==> src/rtl/ahsp_pkg.sv <==
// ----------------------------------------------------------------------------
// ahsp_pkg
// Shared types, constants and helpers of the arm axis speed-hold unit.
// ----------------------------------------------------------------------------
package ahsp_pkg;

   localparam int MAX_AXES      = 7;
   localparam int DEF_AXES      = 7;
   localparam int DEF_BASE_AXIS = 0;
   localparam int GAIN_W        = 9;
   localparam int GAINS_W       = 63;
   localparam int REG_INDEX_W   = 3;
   localparam int CSR_DATA_W    = 64;

   localparam logic [GAINS_W-1:0] KP_RESET  = 63'd2306442964679327872;
   localparam logic [GAINS_W-1:0] KI_RESET  = 63'd0;
   localparam logic [GAINS_W-1:0] KD_RESET  = 63'd140737488355328;
   localparam logic [14:0]        CMAX_RESET = 15'd16384;
   localparam logic signed [15:0] CMIN_RESET = -16'sd16384;
   localparam logic [14:0]        ESC_RESET  = 15'd2000;

   localparam logic [REG_INDEX_W-1:0] REG_KP   = 3'd0;
   localparam logic [REG_INDEX_W-1:0] REG_KI   = 3'd1;
   localparam logic [REG_INDEX_W-1:0] REG_KD   = 3'd2;
   localparam logic [REG_INDEX_W-1:0] REG_CMAX = 3'd3;
   localparam logic [REG_INDEX_W-1:0] REG_CMIN = 3'd4;
   localparam logic [REG_INDEX_W-1:0] REG_ESC  = 3'd5;

   typedef enum logic [2:0] {
      KIND_PID     = 3'd0,
      KIND_PASS    = 3'd1,
      KIND_ZERO    = 3'd2,
      KIND_ESC_NEG = 3'd3,
      KIND_ESC_POS = 3'd4
   } kind_type;

   typedef struct packed {
      logic [2:0]         axis;
      logic signed [15:0] manual;
      logic signed [15:0] rpm;
      logic               in_range;
      kind_type           kind;
      logic [2:0]         flags;
   } item_type;

   typedef struct packed {
      logic [GAINS_W-1:0] kp;
      logic [GAINS_W-1:0] ki;
      logic [GAINS_W-1:0] kd;
      logic [14:0]        cmd_max;
      logic signed [15:0] cmd_min;
      logic [14:0]        esc;
   } cfg_type;

   function automatic logic [GAIN_W-1:0] gain_of(input logic [GAINS_W-1:0] packed_gains,
                                                  input logic [2:0] axis);
      logic [GAIN_W-1:0] g;
      g = '0;
      for (int i = 0; i < MAX_AXES; i++) begin
         if (axis == 3'(i)) begin
            g = packed_gains[GAIN_W*i +: GAIN_W];
         end
      end
      return g;
   endfunction

endpackage

==> src/rtl/ahsp_csr.sv <==
// ----------------------------------------------------------------------------
// ahsp_csr
// Configuration registers: gains, command clamps and escape magnitude.
// ----------------------------------------------------------------------------
module ahsp_csr (
   input  logic                                clock,
   input  logic                                reset,
   input  logic                                csr_valid,
   output logic                                csr_ready,
   input  logic [ahsp_pkg::REG_INDEX_W-1:0]    csr_index,
   input  logic [ahsp_pkg::CSR_DATA_W-1:0]     csr_data,
   output ahsp_pkg::cfg_type                   cfg
);

   ahsp_pkg::cfg_type cfg_ff;

   assign csr_ready = 1'b1;
   assign cfg       = cfg_ff;

   always_ff @(posedge clock) begin
      if (reset) begin
         cfg_ff.kp      <= ahsp_pkg::KP_RESET;
         cfg_ff.ki      <= ahsp_pkg::KI_RESET;
         cfg_ff.kd      <= ahsp_pkg::KD_RESET;
         cfg_ff.cmd_max <= ahsp_pkg::CMAX_RESET;
         cfg_ff.cmd_min <= ahsp_pkg::CMIN_RESET;
         cfg_ff.esc     <= ahsp_pkg::ESC_RESET;
      end else if (csr_valid) begin
         case (csr_index)
            ahsp_pkg::REG_KP:   cfg_ff.kp      <= csr_data[ahsp_pkg::GAINS_W-1:0];
            ahsp_pkg::REG_KI:   cfg_ff.ki      <= csr_data[ahsp_pkg::GAINS_W-1:0];
            ahsp_pkg::REG_KD:   cfg_ff.kd      <= csr_data[ahsp_pkg::GAINS_W-1:0];
            ahsp_pkg::REG_CMAX: cfg_ff.cmd_max <= csr_data[14:0];
            ahsp_pkg::REG_CMIN: cfg_ff.cmd_min <= csr_data[15:0];
            ahsp_pkg::REG_ESC:  cfg_ff.esc     <= csr_data[14:0];
            default: ;
         endcase
      end
   end

endmodule

==> src/rtl/ahsp_front.sv <==
// ----------------------------------------------------------------------------
// ahsp_front
// Input side: unpacks a sample and classifies it for the back end.
// ----------------------------------------------------------------------------
module ahsp_front #(
   parameter int AXES      = ahsp_pkg::DEF_AXES,
   parameter int BASE_AXIS = ahsp_pkg::DEF_BASE_AXIS
) (
   input  logic               req_tvalid,
   output logic               req_tready,
   input  logic [39:0]        req_tdata,
   input  logic [4:0]         req_tuser,
   output logic               push_valid,
   input  logic               push_ready,
   output ahsp_pkg::item_type push_item
);

   logic [2:0]         axis;
   logic signed [15:0] manual;
   logic               right;
   logic               left;
   logic               in_range;
   logic               is_base;
   logic               man_pos;
   logic               man_neg;

   assign axis   = req_tdata[2:0];
   assign manual = req_tdata[18:3];
   assign right  = req_tuser[0];
   assign left   = req_tuser[1];

   assign in_range = ({1'b0, axis} < 4'(AXES));
   assign is_base  = in_range && (axis == 3'(BASE_AXIS));
   assign man_neg  = manual[15];
   assign man_pos  = !manual[15] && (manual != 16'sd0);

   assign req_tready = push_ready;
   assign push_valid = req_tvalid;

   always_comb begin
      push_item.axis     = axis;
      push_item.manual   = manual;
      push_item.rpm      = req_tdata[34:19];
      push_item.in_range = in_range;
      push_item.flags    = req_tuser[4:2];
      if (!in_range) begin
         push_item.kind = ahsp_pkg::KIND_PASS;
      end else if (is_base && right && left) begin
         push_item.kind = ahsp_pkg::KIND_ZERO;
      end else if (is_base && right && man_pos) begin
         push_item.kind = ahsp_pkg::KIND_ESC_NEG;
      end else if (is_base && left && man_neg) begin
         push_item.kind = ahsp_pkg::KIND_ESC_POS;
      end else if (manual != 16'sd0) begin
         push_item.kind = ahsp_pkg::KIND_PASS;
      end else begin
         push_item.kind = ahsp_pkg::KIND_PID;
      end
   end

endmodule

==> src/rtl/ahsp_queue.sv <==
// ----------------------------------------------------------------------------
// ahsp_queue
// Two-entry queue between the front and the back end.
// ----------------------------------------------------------------------------
module ahsp_queue (
   input  logic               clock,
   input  logic               reset,
   input  logic               push_valid,
   output logic               push_ready,
   input  ahsp_pkg::item_type push_item,
   output logic               pop_valid,
   input  logic               pop_ready,
   output ahsp_pkg::item_type pop_item
);

   ahsp_pkg::item_type entry_ff [2];
   logic       wr_ptr_ff;
   logic       rd_ptr_ff;
   logic [1:0] count_ff;
   logic       wr_ptr_in;
   logic       rd_ptr_in;
   logic [1:0] count_in;
   logic       push;
   logic       pop;

   assign push_ready = (count_ff != 2'd2);
   assign pop_valid  = (count_ff != 2'd0);
   assign pop_item   = entry_ff[rd_ptr_ff];
   assign push       = push_valid && push_ready;
   assign pop        = pop_valid && pop_ready;

   always_comb begin
      wr_ptr_in = push ? !wr_ptr_ff : wr_ptr_ff;
      rd_ptr_in = pop  ? !rd_ptr_ff : rd_ptr_ff;
      count_in  = count_ff + 2'(push) - 2'(pop);
   end

   always_ff @(posedge clock) begin
      if (reset) begin
         wr_ptr_ff <= 1'b0;
         rd_ptr_ff <= 1'b0;
         count_ff  <= 2'd0;
      end else begin
         wr_ptr_ff <= wr_ptr_in;
         rd_ptr_ff <= rd_ptr_in;
         count_ff  <= count_in;
      end
   end

   always_ff @(posedge clock) begin
      if (push) begin
         entry_ff[wr_ptr_ff] <= push_item;
      end
   end

endmodule

==> src/rtl/ahsp_back.sv <==
// ----------------------------------------------------------------------------
// ahsp_back
// Back end: per-axis PID state, multiply, sum, scale and clamp, output.
// ----------------------------------------------------------------------------
module ahsp_back #(
   parameter int AXES = ahsp_pkg::DEF_AXES
) (
   input  logic               clock,
   input  logic               reset,
   input  ahsp_pkg::cfg_type  cfg,
   input  logic               pop_valid,
   output logic               pop_ready,
   input  ahsp_pkg::item_type pop_item,
   output logic               rsp_tvalid,
   input  logic               rsp_tready,
   output logic [23:0]        rsp_tdata,
   output logic [2:0]         rsp_tuser
);

   localparam int AXIS_W = (AXES > 1) ? $clog2(AXES) : 1;

   logic signed [31:0] integ_ff [AXES];
   logic signed [16:0] prev_ff  [AXES];

   logic advance;
   logic fire_a;
   logic [AXIS_W-1:0] idx;

   logic signed [16:0] err_in;
   logic signed [32:0] isum;
   logic signed [31:0] integ_in;
   logic signed [17:0] derr_in;

   logic                         a_valid_ff;
   ahsp_pkg::item_type           a_item_ff;
   logic signed [16:0]           a_err_ff;
   logic signed [31:0]           a_integ_ff;
   logic signed [17:0]           a_derr_ff;
   logic [ahsp_pkg::GAIN_W-1:0]  a_kp_ff;
   logic [ahsp_pkg::GAIN_W-1:0]  a_ki_ff;
   logic [ahsp_pkg::GAIN_W-1:0]  a_kd_ff;

   logic               b_valid_ff;
   ahsp_pkg::item_type b_item_ff;
   logic signed [26:0] b_p_ff;
   logic signed [41:0] b_i_ff;
   logic signed [27:0] b_d_ff;

   logic               c_valid_ff;
   ahsp_pkg::item_type c_item_ff;
   logic signed [42:0] c_sum_ff;

   logic signed [42:0] biased;
   logic signed [42:0] quot;
   logic signed [42:0] max_s;
   logic signed [42:0] min_s;
   logic signed [15:0] pid_cmd;
   logic signed [15:0] cmd_in;

   logic               rsp_valid_ff;
   logic [2:0]         rsp_axis_ff;
   logic signed [15:0] rsp_cmd_ff;
   logic [2:0]         rsp_flags_ff;

   assign advance   = !rsp_valid_ff || rsp_tready;
   assign pop_ready = advance;
   assign fire_a    = pop_valid && advance;
   assign idx       = pop_item.axis[AXIS_W-1:0];

   // stage A: error terms and saturated integral
   always_comb begin
      err_in  = 17'sd0 - 17'(pop_item.rpm);
      isum    = 33'(integ_ff[idx]) + 33'(err_in);
      if (isum[32] != isum[31]) begin
         integ_in = isum[32] ? 32'sh8000_0000 : 32'sh7FFF_FFFF;
      end else begin
         integ_in = isum[31:0];
      end
      derr_in = 18'(err_in) - 18'(prev_ff[idx]);
   end

   always_ff @(posedge clock) begin
      if (reset) begin
         for (int i = 0; i < AXES; i++) begin
            integ_ff[i] <= '0;
            prev_ff[i]  <= '0;
         end
      end else if (fire_a && pop_item.in_range) begin
         if (pop_item.kind == ahsp_pkg::KIND_PID) begin
            integ_ff[idx] <= integ_in;
            prev_ff[idx]  <= err_in;
         end else begin
            integ_ff[idx] <= '0;
            prev_ff[idx]  <= '0;
         end
      end
   end

   always_ff @(posedge clock) begin
      if (reset) begin
         a_valid_ff   <= 1'b0;
         b_valid_ff   <= 1'b0;
         c_valid_ff   <= 1'b0;
         rsp_valid_ff <= 1'b0;
      end else if (advance) begin
         a_valid_ff   <= pop_valid;
         b_valid_ff   <= a_valid_ff;
         c_valid_ff   <= b_valid_ff;
         rsp_valid_ff <= c_valid_ff;
      end
   end

   // stage D: divide by 128 toward zero, clamp, select
   always_comb begin
      biased  = c_sum_ff + (c_sum_ff[42] ? 43'sd127 : 43'sd0);
      quot    = biased >>> 7;
      max_s   = 43'($signed({1'b0, cfg.cmd_max}));
      min_s   = 43'(cfg.cmd_min);
      if (quot > max_s) begin
         pid_cmd = $signed({1'b0, cfg.cmd_max});
      end else if (quot < min_s) begin
         pid_cmd = cfg.cmd_min;
      end else begin
         pid_cmd = quot[15:0];
      end
      case (c_item_ff.kind)
         ahsp_pkg::KIND_PID:     cmd_in = pid_cmd;
         ahsp_pkg::KIND_PASS:    cmd_in = c_item_ff.manual;
         ahsp_pkg::KIND_ZERO:    cmd_in = 16'sd0;
         ahsp_pkg::KIND_ESC_NEG: cmd_in = 16'sd0 - $signed({1'b0, cfg.esc});
         ahsp_pkg::KIND_ESC_POS: cmd_in = $signed({1'b0, cfg.esc});
         default:                cmd_in = 16'sd0;
      endcase
   end

   always_ff @(posedge clock) begin
      if (advance) begin
         a_item_ff  <= pop_item;
         a_err_ff   <= err_in;
         a_integ_ff <= integ_in;
         a_derr_ff  <= derr_in;
         a_kp_ff    <= ahsp_pkg::gain_of(cfg.kp, pop_item.axis);
         a_ki_ff    <= ahsp_pkg::gain_of(cfg.ki, pop_item.axis);
         a_kd_ff    <= ahsp_pkg::gain_of(cfg.kd, pop_item.axis);

         b_item_ff  <= a_item_ff;
         b_p_ff     <= $signed({1'b0, a_kp_ff}) * a_err_ff;
         b_i_ff     <= $signed({1'b0, a_ki_ff}) * a_integ_ff;
         b_d_ff     <= $signed({1'b0, a_kd_ff}) * a_derr_ff;

         c_item_ff  <= b_item_ff;
         c_sum_ff   <= 43'(b_p_ff) + 43'(b_i_ff) + 43'(b_d_ff);

         rsp_axis_ff  <= c_item_ff.axis;
         rsp_cmd_ff   <= cmd_in;
         rsp_flags_ff <= c_item_ff.flags;
      end
   end

   assign rsp_tvalid = rsp_valid_ff;
   assign rsp_tdata  = {5'b0, rsp_cmd_ff, rsp_axis_ff};
   assign rsp_tuser  = rsp_flags_ff;

endmodule

==> src/rtl/arm_axis_speed_hold_pid_with_limits_unit.sv <==
// ----------------------------------------------------------------------------
// arm_axis_speed_hold_pid_with_limits_unit
// Per-axis speed-hold PID with limit-switch escape for a multi-axis arm.
// ----------------------------------------------------------------------------
// Usage:
//   req_* takes one axis sample per transfer; rsp_* returns exactly one
//   motor command per sample, in order. csr_* writes a register by index
//   (0 kp, 1 ki, 2 kd, 3 command max, 4 command min, 5 escape); csr_ready
//   is always high. Write registers only while the block is idle.
//   Throughput: one sample per cycle while the output is not stalled; the
//   back end is a four-stage pipeline (state update, gain multiplies,
//   sum, scale and clamp) and per-axis state is updated in its first
//   stage, so samples of the same axis can follow each other directly.
//   Reset clears all per-axis PID state, restores register defaults and
//   empties the pipeline and the two-entry input queue.
//   When a result is held with rsp_tready low the whole back end holds;
//   the queue then fills and req_tready drops after two more samples.
// ----------------------------------------------------------------------------
module arm_axis_speed_hold_pid_with_limits_unit #(
   parameter int AXES      = ahsp_pkg::DEF_AXES,
   parameter int BASE_AXIS = ahsp_pkg::DEF_BASE_AXIS
) (
   input  logic                             clock,
   input  logic                             reset,
   input  logic                             req_tvalid,
   output logic                             req_tready,
   // [2:0] axis_index, [18:3] manual_value, [34:19] measured_rpm, zero pad
   input  logic [39:0]                      req_tdata,
   // [0] right_stop, [1] left_stop, [2] keyboard_enable,
   // [3] extend_push, [4] extend_pull
   input  logic [4:0]                       req_tuser,
   output logic                             rsp_tvalid,
   input  logic                             rsp_tready,
   // [2:0] axis_out, [18:3] motor_command, zero pad
   output logic [23:0]                      rsp_tdata,
   // [0] keyboard_enable_out, [1] extend_push_out, [2] extend_pull_out
   output logic [2:0]                       rsp_tuser,
   input  logic                             csr_valid,
   output logic                             csr_ready,
   input  logic [ahsp_pkg::REG_INDEX_W-1:0] csr_index,
   input  logic [ahsp_pkg::CSR_DATA_W-1:0]  csr_data
);

   ahsp_pkg::cfg_type  cfg;
   ahsp_pkg::item_type push_item;
   ahsp_pkg::item_type pop_item;
   logic push_valid;
   logic push_ready;
   logic pop_valid;
   logic pop_ready;

   ahsp_csr u_csr (
      .clock     (clock),
      .reset     (reset),
      .csr_valid (csr_valid),
      .csr_ready (csr_ready),
      .csr_index (csr_index),
      .csr_data  (csr_data),
      .cfg       (cfg)
   );

   ahsp_front #(
      .AXES      (AXES),
      .BASE_AXIS (BASE_AXIS)
   ) u_front (
      .req_tvalid (req_tvalid),
      .req_tready (req_tready),
      .req_tdata  (req_tdata),
      .req_tuser  (req_tuser),
      .push_valid (push_valid),
      .push_ready (push_ready),
      .push_item  (push_item)
   );

   ahsp_queue u_queue (
      .clock      (clock),
      .reset      (reset),
      .push_valid (push_valid),
      .push_ready (push_ready),
      .push_item  (push_item),
      .pop_valid  (pop_valid),
      .pop_ready  (pop_ready),
      .pop_item   (pop_item)
   );

   ahsp_back #(
      .AXES (AXES)
   ) u_back (
      .clock      (clock),
      .reset      (reset),
      .cfg        (cfg),
      .pop_valid  (pop_valid),
      .pop_ready  (pop_ready),
      .pop_item   (pop_item),
      .rsp_tvalid (rsp_tvalid),
      .rsp_tready (rsp_tready),
      .rsp_tdata  (rsp_tdata),
      .rsp_tuser  (rsp_tuser)
   );

endmodule

==> config.mk <==
export PLATFORM = sky130hd
export DESIGN_NAME = arm_axis_speed_hold_pid_with_limits_unit
export DESIGN_NICKNAME = d
export VERILOG_FILES = /design/src/rtl/ahsp_pkg.sv /design/src/rtl/ahsp_csr.sv /design/src/rtl/ahsp_front.sv /design/src/rtl/ahsp_queue.sv /design/src/rtl/ahsp_back.sv /design/src/rtl/arm_axis_speed_hold_pid_with_limits_unit.sv
export SDC_FILE = /design/constraint.sdc
export NUM_CORES = 2
export LEC_CHECK = 0
export BUFFER_PORTS_ARGS = -buffer_cell sky130_fd_sc_hd__buf_2
export CAP_MARGIN = 20
export CORE_AREA = 3 3 358 501
export DETAILED_ROUTE_END_ITERATION = 10
export DIE_AREA = 0 0 361 504
export PLACE_DENSITY_LB_ADDON = 0.08
export SLEW_MARGIN = 20
export SYNTH_ARGS = -nofsm -noshare
export SYNTH_HDL_FRONTEND = slang
export SYNTH_SLANG_ARGS = --single-unit
==> constraint.sdc <==
create_clock -name clock -period 11.4 [get_ports clock]
set_input_delay 0.57 -clock clock [delete_from_list [all_inputs] [get_ports clock]]
set_output_delay 0.57 -clock clock [all_outputs]
set_load 0.02 [all_outputs]
# [Yosys cells after proc, flatten, opt, wreduce, memory -nomap -nowiden]
# Memories as Yosys holds them, arrays and structs flattened. A register that Yosys moved wholly into a read port is not among the register bits.
# Cells that the tools add are included.
[classes] addsub=9 n_mul=3 n_div=0 n_lt_le_gt_ge=3 eq_ne=16 shift=0 muxes=54 bitwise=2 reduce_logical=30
[op_table] op="$mux 9" n=21
[op_table] op="$mux 32" n=4
[op_table] op="$pmux 16 s4" n=1
[op_table] op="$add 27x42->43" n=1
[op_table] op="$add 43x28->43" n=1
[op_table] op="$add 43x8->43" n=1
[op_table] op="$mul 10x32->42" n=1
[op_table] op="$gt 36x16->1" n=1
[op_table] op="$lt 36x16->1" n=1
[op_table] op="$mux 17" n=2
[op_table] op="$add 32x17->33" n=1
[op_table] op="$mux 16" n=2
[op_table] op="$reduce_or 32->1" n=1
[op_table] op="$mul 10x18->28" n=1
[op_table] op="$mul 10x17->27" n=1
[op_table] op="$eq 3x3->1 const B" n=6
[op_table] op="$mux 3" n=6
[op_table] op="$sub 17x17->18" n=1
[op_table] op="$mux 1" n=17
[op_table] op="$reduce_or 17->1" n=1
[op_table] op="$sub 1x16->17 const A" n=1
[op_table] op="$reduce_bool 16->1" n=1
[op_table] op="$sub 1x15->16 const A" n=1
[op_table] op="$eq 3x2->1 const B" n=5
[op_table] op="other kinds (14)" n=38
[word_totals] regBits=574 latchBits=0 mem_bits_rw=427 rom_bits=0 output_inout_bits=30 wordCells=158 mem_count=3
[mem_list] name="u_back.integ_ff" depth=7 word_bits=32 rd=1 rd_ports_with_merged_regs=0 write_ports=7 line="ahsp_back.sv:22" source="logic signed [31:0] integ_ff [AXES];"
[mem_list] name="u_back.prev_ff" depth=7 word_bits=17 rd=1 rd_ports_with_merged_regs=0 write_ports=7 line="ahsp_back.sv:23" source="logic signed [16:0] prev_ff [AXES];"
[mem_list] name="u_queue.entry_ff" depth=2 word_bits=42 rd=1 rd_ports_with_merged_regs=1 write_ports=1 line="ahsp_queue.sv:16" source="ahsp_pkg::item_type entry_ff [2];"

# [Longest topological paths before layout]
[logic_depth] ltp_word=10 depth_mapped=30 mapped_depth_nobuf=25

# [Cells and area by module]
# From an unflattened synthesis, not the netlist that was laid out.
[hier_totals] cells_unflattened=6415 area_unflattened_um2=71376.0
[modules_own_cells] mod="ahsp_back" n_inst=1 cells_each=5342 area_each_um2=58090.7 seq_area_each_um2=21300.4
[modules_own_cells] mod="ahsp_csr" n_inst=1 cells_each=862 area_each_um2=9396.5 seq_area_each_um2=4704.5
[modules_own_cells] mod="ahsp_queue" n_inst=1 cells_each=155 area_each_um2=3474.6 seq_area_each_um2=2622.5
[modules_own_cells] mod="ahsp_front" n_inst=1 cells_each=56 area_each_um2=414.1 seq_area_each_um2=0.0

# [Worst setup path before layout]
# Ideal clock, no wire load.
[synth_path] kind="in2reg" from="input port rsp_tready" to="memory u_back.integ_ff[7][0], enable pin" arrival_time_ps=8091 t_required_ps=10944 path_slack_ps=2853 cell_stages=6 n_path_buf=0 path_cell_list="nor2b_1 > inv_2 > o21ai_1 > nor3_1 > nand3_1 > nor2_1"
[synth_lines] element="start, declared" line="arm_axis_speed_hold_pid_with_limits_unit.sv:33" source="input logic rsp_tready,"
[synth_lines] element="end, declared" line="ahsp_back.sv:22"

==> reports/qor.yml <==
clocking:
  numCtsBuffers: 108
  clk_path_buf_depth: 3
  cts-resized-gates: 0
  path_clk_slew_ns: 0.06
  clkLatencyLatePin_ns: 0.76
  post_cts_buffers: 0
  cts_tree: "done"
  cts-hold-fix-buffers: 40
  cts.sinks: 1051
  cts-root-buf: "clkbuf_16"
  htree_levels: 3
global_routing:
  grt_max_degree: 105
  grtUsageTotal_pct: 21.8
  grt_remaining_overflow: 0
  grt_pass1_wl_mm: 305
  grt_pass1_vias: 51243
  antenna_found_initial: 12
synthesis:
  yosysWarnings: 0
  synth.cell_area_sq_mm: 0.0698
  ys_types: 88
  synth_edf_count: 758
  synth_seq_cells: 1051
  async_flop_share_pct: 0
  ys_seq_area_share_pct: 41.0
  dominantRegCellSynth: "edfxtp_1"
  synthCells: 6711
  syn_avg_cell_area_sq_um: 10.4
final_layout:
  num-nets-final: 7816
  fin_util_pct: 43.9
  drive_gt1_share_pct: 8.39
  seq_area_sq_mm: 0.0286
  layout_commonest_cell: "nand2_1"
  multi_input_area_sq_mm: 0.0375
  mostFrequentLayoutCells: "1040 x nand2_1, 758 x edfxtp_1, 725 x inv_1, 544 x fa_1, 538 x nor2_1"
  nFillCells: 16864
  areaGrowthSynthToFinish_pct: 10.4
  stdcell_count: 9193
sta:
  worst_pin_slew_ns: 1.13
  min_period_ns: 7.83
  setup_viol: 0
  finalCritPeriodShare_pct: 68.7
  holdWs_ns: 0.0688
  fmax_mhz: 128
  setup-tns-final_ns: 0
  slew_viol_final: 0
  slew_headroom_pct: 24.5
  skew_ns: 0.0677
  rsz0062_at_grt: "false"
  final_hold_viol_count: 0
die:
  rows: 182
  top_level_ports: 147
  die_w_microns: 361
  die_y_microns: 504
  initial_core_util_pct: 39.8
  core-area_sq_mm: 0.176
  dieArea_sq_mm: 0.182
routing:
  vias: 48314
  viasPerCell: 5.26
  detail_route.first_pass.iterations: 5
  ant_nets: 0
  drt_iter0_drc: 2890
  wl_per_cell_microns: 21.4
  drc_errors: 0
  wl_mm: 197
run:
  maxCapViolations: 0
min_path:
  worstHoldPathType: "input port to register"
  min-delay-start: "csr_data[26]"
critical_path:
  cp.required_ns: 11.85
  crit_type: "register to register"
  cp.arrival_ns: 8.28
  crit_fanout: 34
  cp-start-kind: "register"
  end_kind: "register"
placed_design:
  portBuffers: 134
  placedCellCount: 8943
  dpl.hpwl_mm: 141
  place_congestion: 0.830
status:
  outcome: "finished clean"
## critical path: stages, from the launching register on
cell	delay [ns]
dfxtp_4	0.64
buf_4	0.51
mux2i_4	0.11
buf_4	0.31
inv_6	0.40
buf_4	0.60
mux4_2	0.58
nand2_1	0.09
nand2_1	0.08
ha_1	0.35
o21a_1	0.14
o21ai_1	0.22
a211oi_1	0.13
buf_4	0.17
o21ai_0	0.39
a31oi_1	0.27
a31o_2	0.31
a31o_2	0.24
inv_1	0.08
ha_2	0.59
buf_4	0.47
nor3_1	0.11
a22oi_1	0.55
nor2_1	0.12
## state kept, by name (all words and copies together), names as in the netlist, 28 cells and up, named ones only
signal,cells
u_back.integ_ff,256
u_csr.cfg,235
u_back.c_sum_ff,43
u_back.prev_ff,136
u_queue.entry_ff,84
u_back.a_integ_ff,32
u_back.b_d_ff,28
u_back.b_i_ff,42
## routing by layer
layer	up-vias	global-route usage, %	routed length (microns)	share of wire, %
met1	24434	25.8	79300	40
met2	838	40.5	104000	53
li1	22747	-	-	-
met4	0	8.13	7600	3.9
met5	-	0	0	0
met3	295	2.10	6200	3.2
## synthesized netlist by cell type (all sizes together), types with 28 or more instances
master,count,area share [%]
a21o,87,0.94
edfxtp,758,33
nand4,35,0.34
mux2i,63,0.90
buf,42,0.30
nand3,62,0.44
o21bai,37,0.40
inv,728,3.9
nand3b,30,0.32
mux2,39,0.63
a22oi,30,0.32
nand2b,28,0.25
a221o,31,0.44
xor2,66,0.83
nor2b,35,0.31
fa,544,16
a21oi,503,3.6
nor3,60,0.45
mux4,98,3.2
o21ai,142,1.0
clkbuf,242,1.3
and2,343,3.1
and3,29,0.26
nor2,544,2.9
xnor2,159,2.0
ha,361,6.5
a31oi,46,0.41
nand2,1045,5.6
dfxtp,293,8.4
## cells by family after synthesis
logic type,synth area share (%)
AOI/OAI and AO/OA,9.10
xor gates and xnor gates,2.83
adders and majority gates,22.1
buffers and inverters,5.53
DFF,41.0
muxes,4.70
other,0.0108
and+or+nand+nor,14.7
## per-stage QoR
| stage | cell area, sq um | worst slack, ns |
|---|---|---|
| after floorplan | 69800 | 2.85 |
| after global placement | 73000 | 3.51 |
| after detailed placement | 73000 | 3.48 |
| after CTS | 77000 | 3.42 |
| after global routing | 77000 | 3.01 |
| final | 77000 | 3.57 |
## area by class of cell
| class | instances | area share, % |
|---|---|---|
| multi-input cells | 4651 | 48.6 |
| clock buffers | 137 | 3.72 |
| clock inverters | 65 | 0.918 |
| well taps | 2300 | 3.74 |
| repair buffers | 253 | 2.21 |
| diodes | 7 | 0.0227 |
| flip-flops and latches | 1051 | 37.2 |
| inverters | 729 | 3.57 |
## path summary, 6_finish.rpt
check,cells after the start,to,slack (ns)
max,23,u_back.integ_ff[5][8]$_DFFE_PP_,3.57
min,3,u_csr.cfg[198]$_SDFFE_PP1P_,0.07
max reg2reg,23,u_back.integ_ff[5][8]$_DFFE_PP_,3.57
min reg2reg,0,u_back.b_item_ff[31]$_DFFE_PN_,0.41
Power is not shown: default switching activity piles up to over one toggle a cycle in this logic, so the estimate is an artifact.
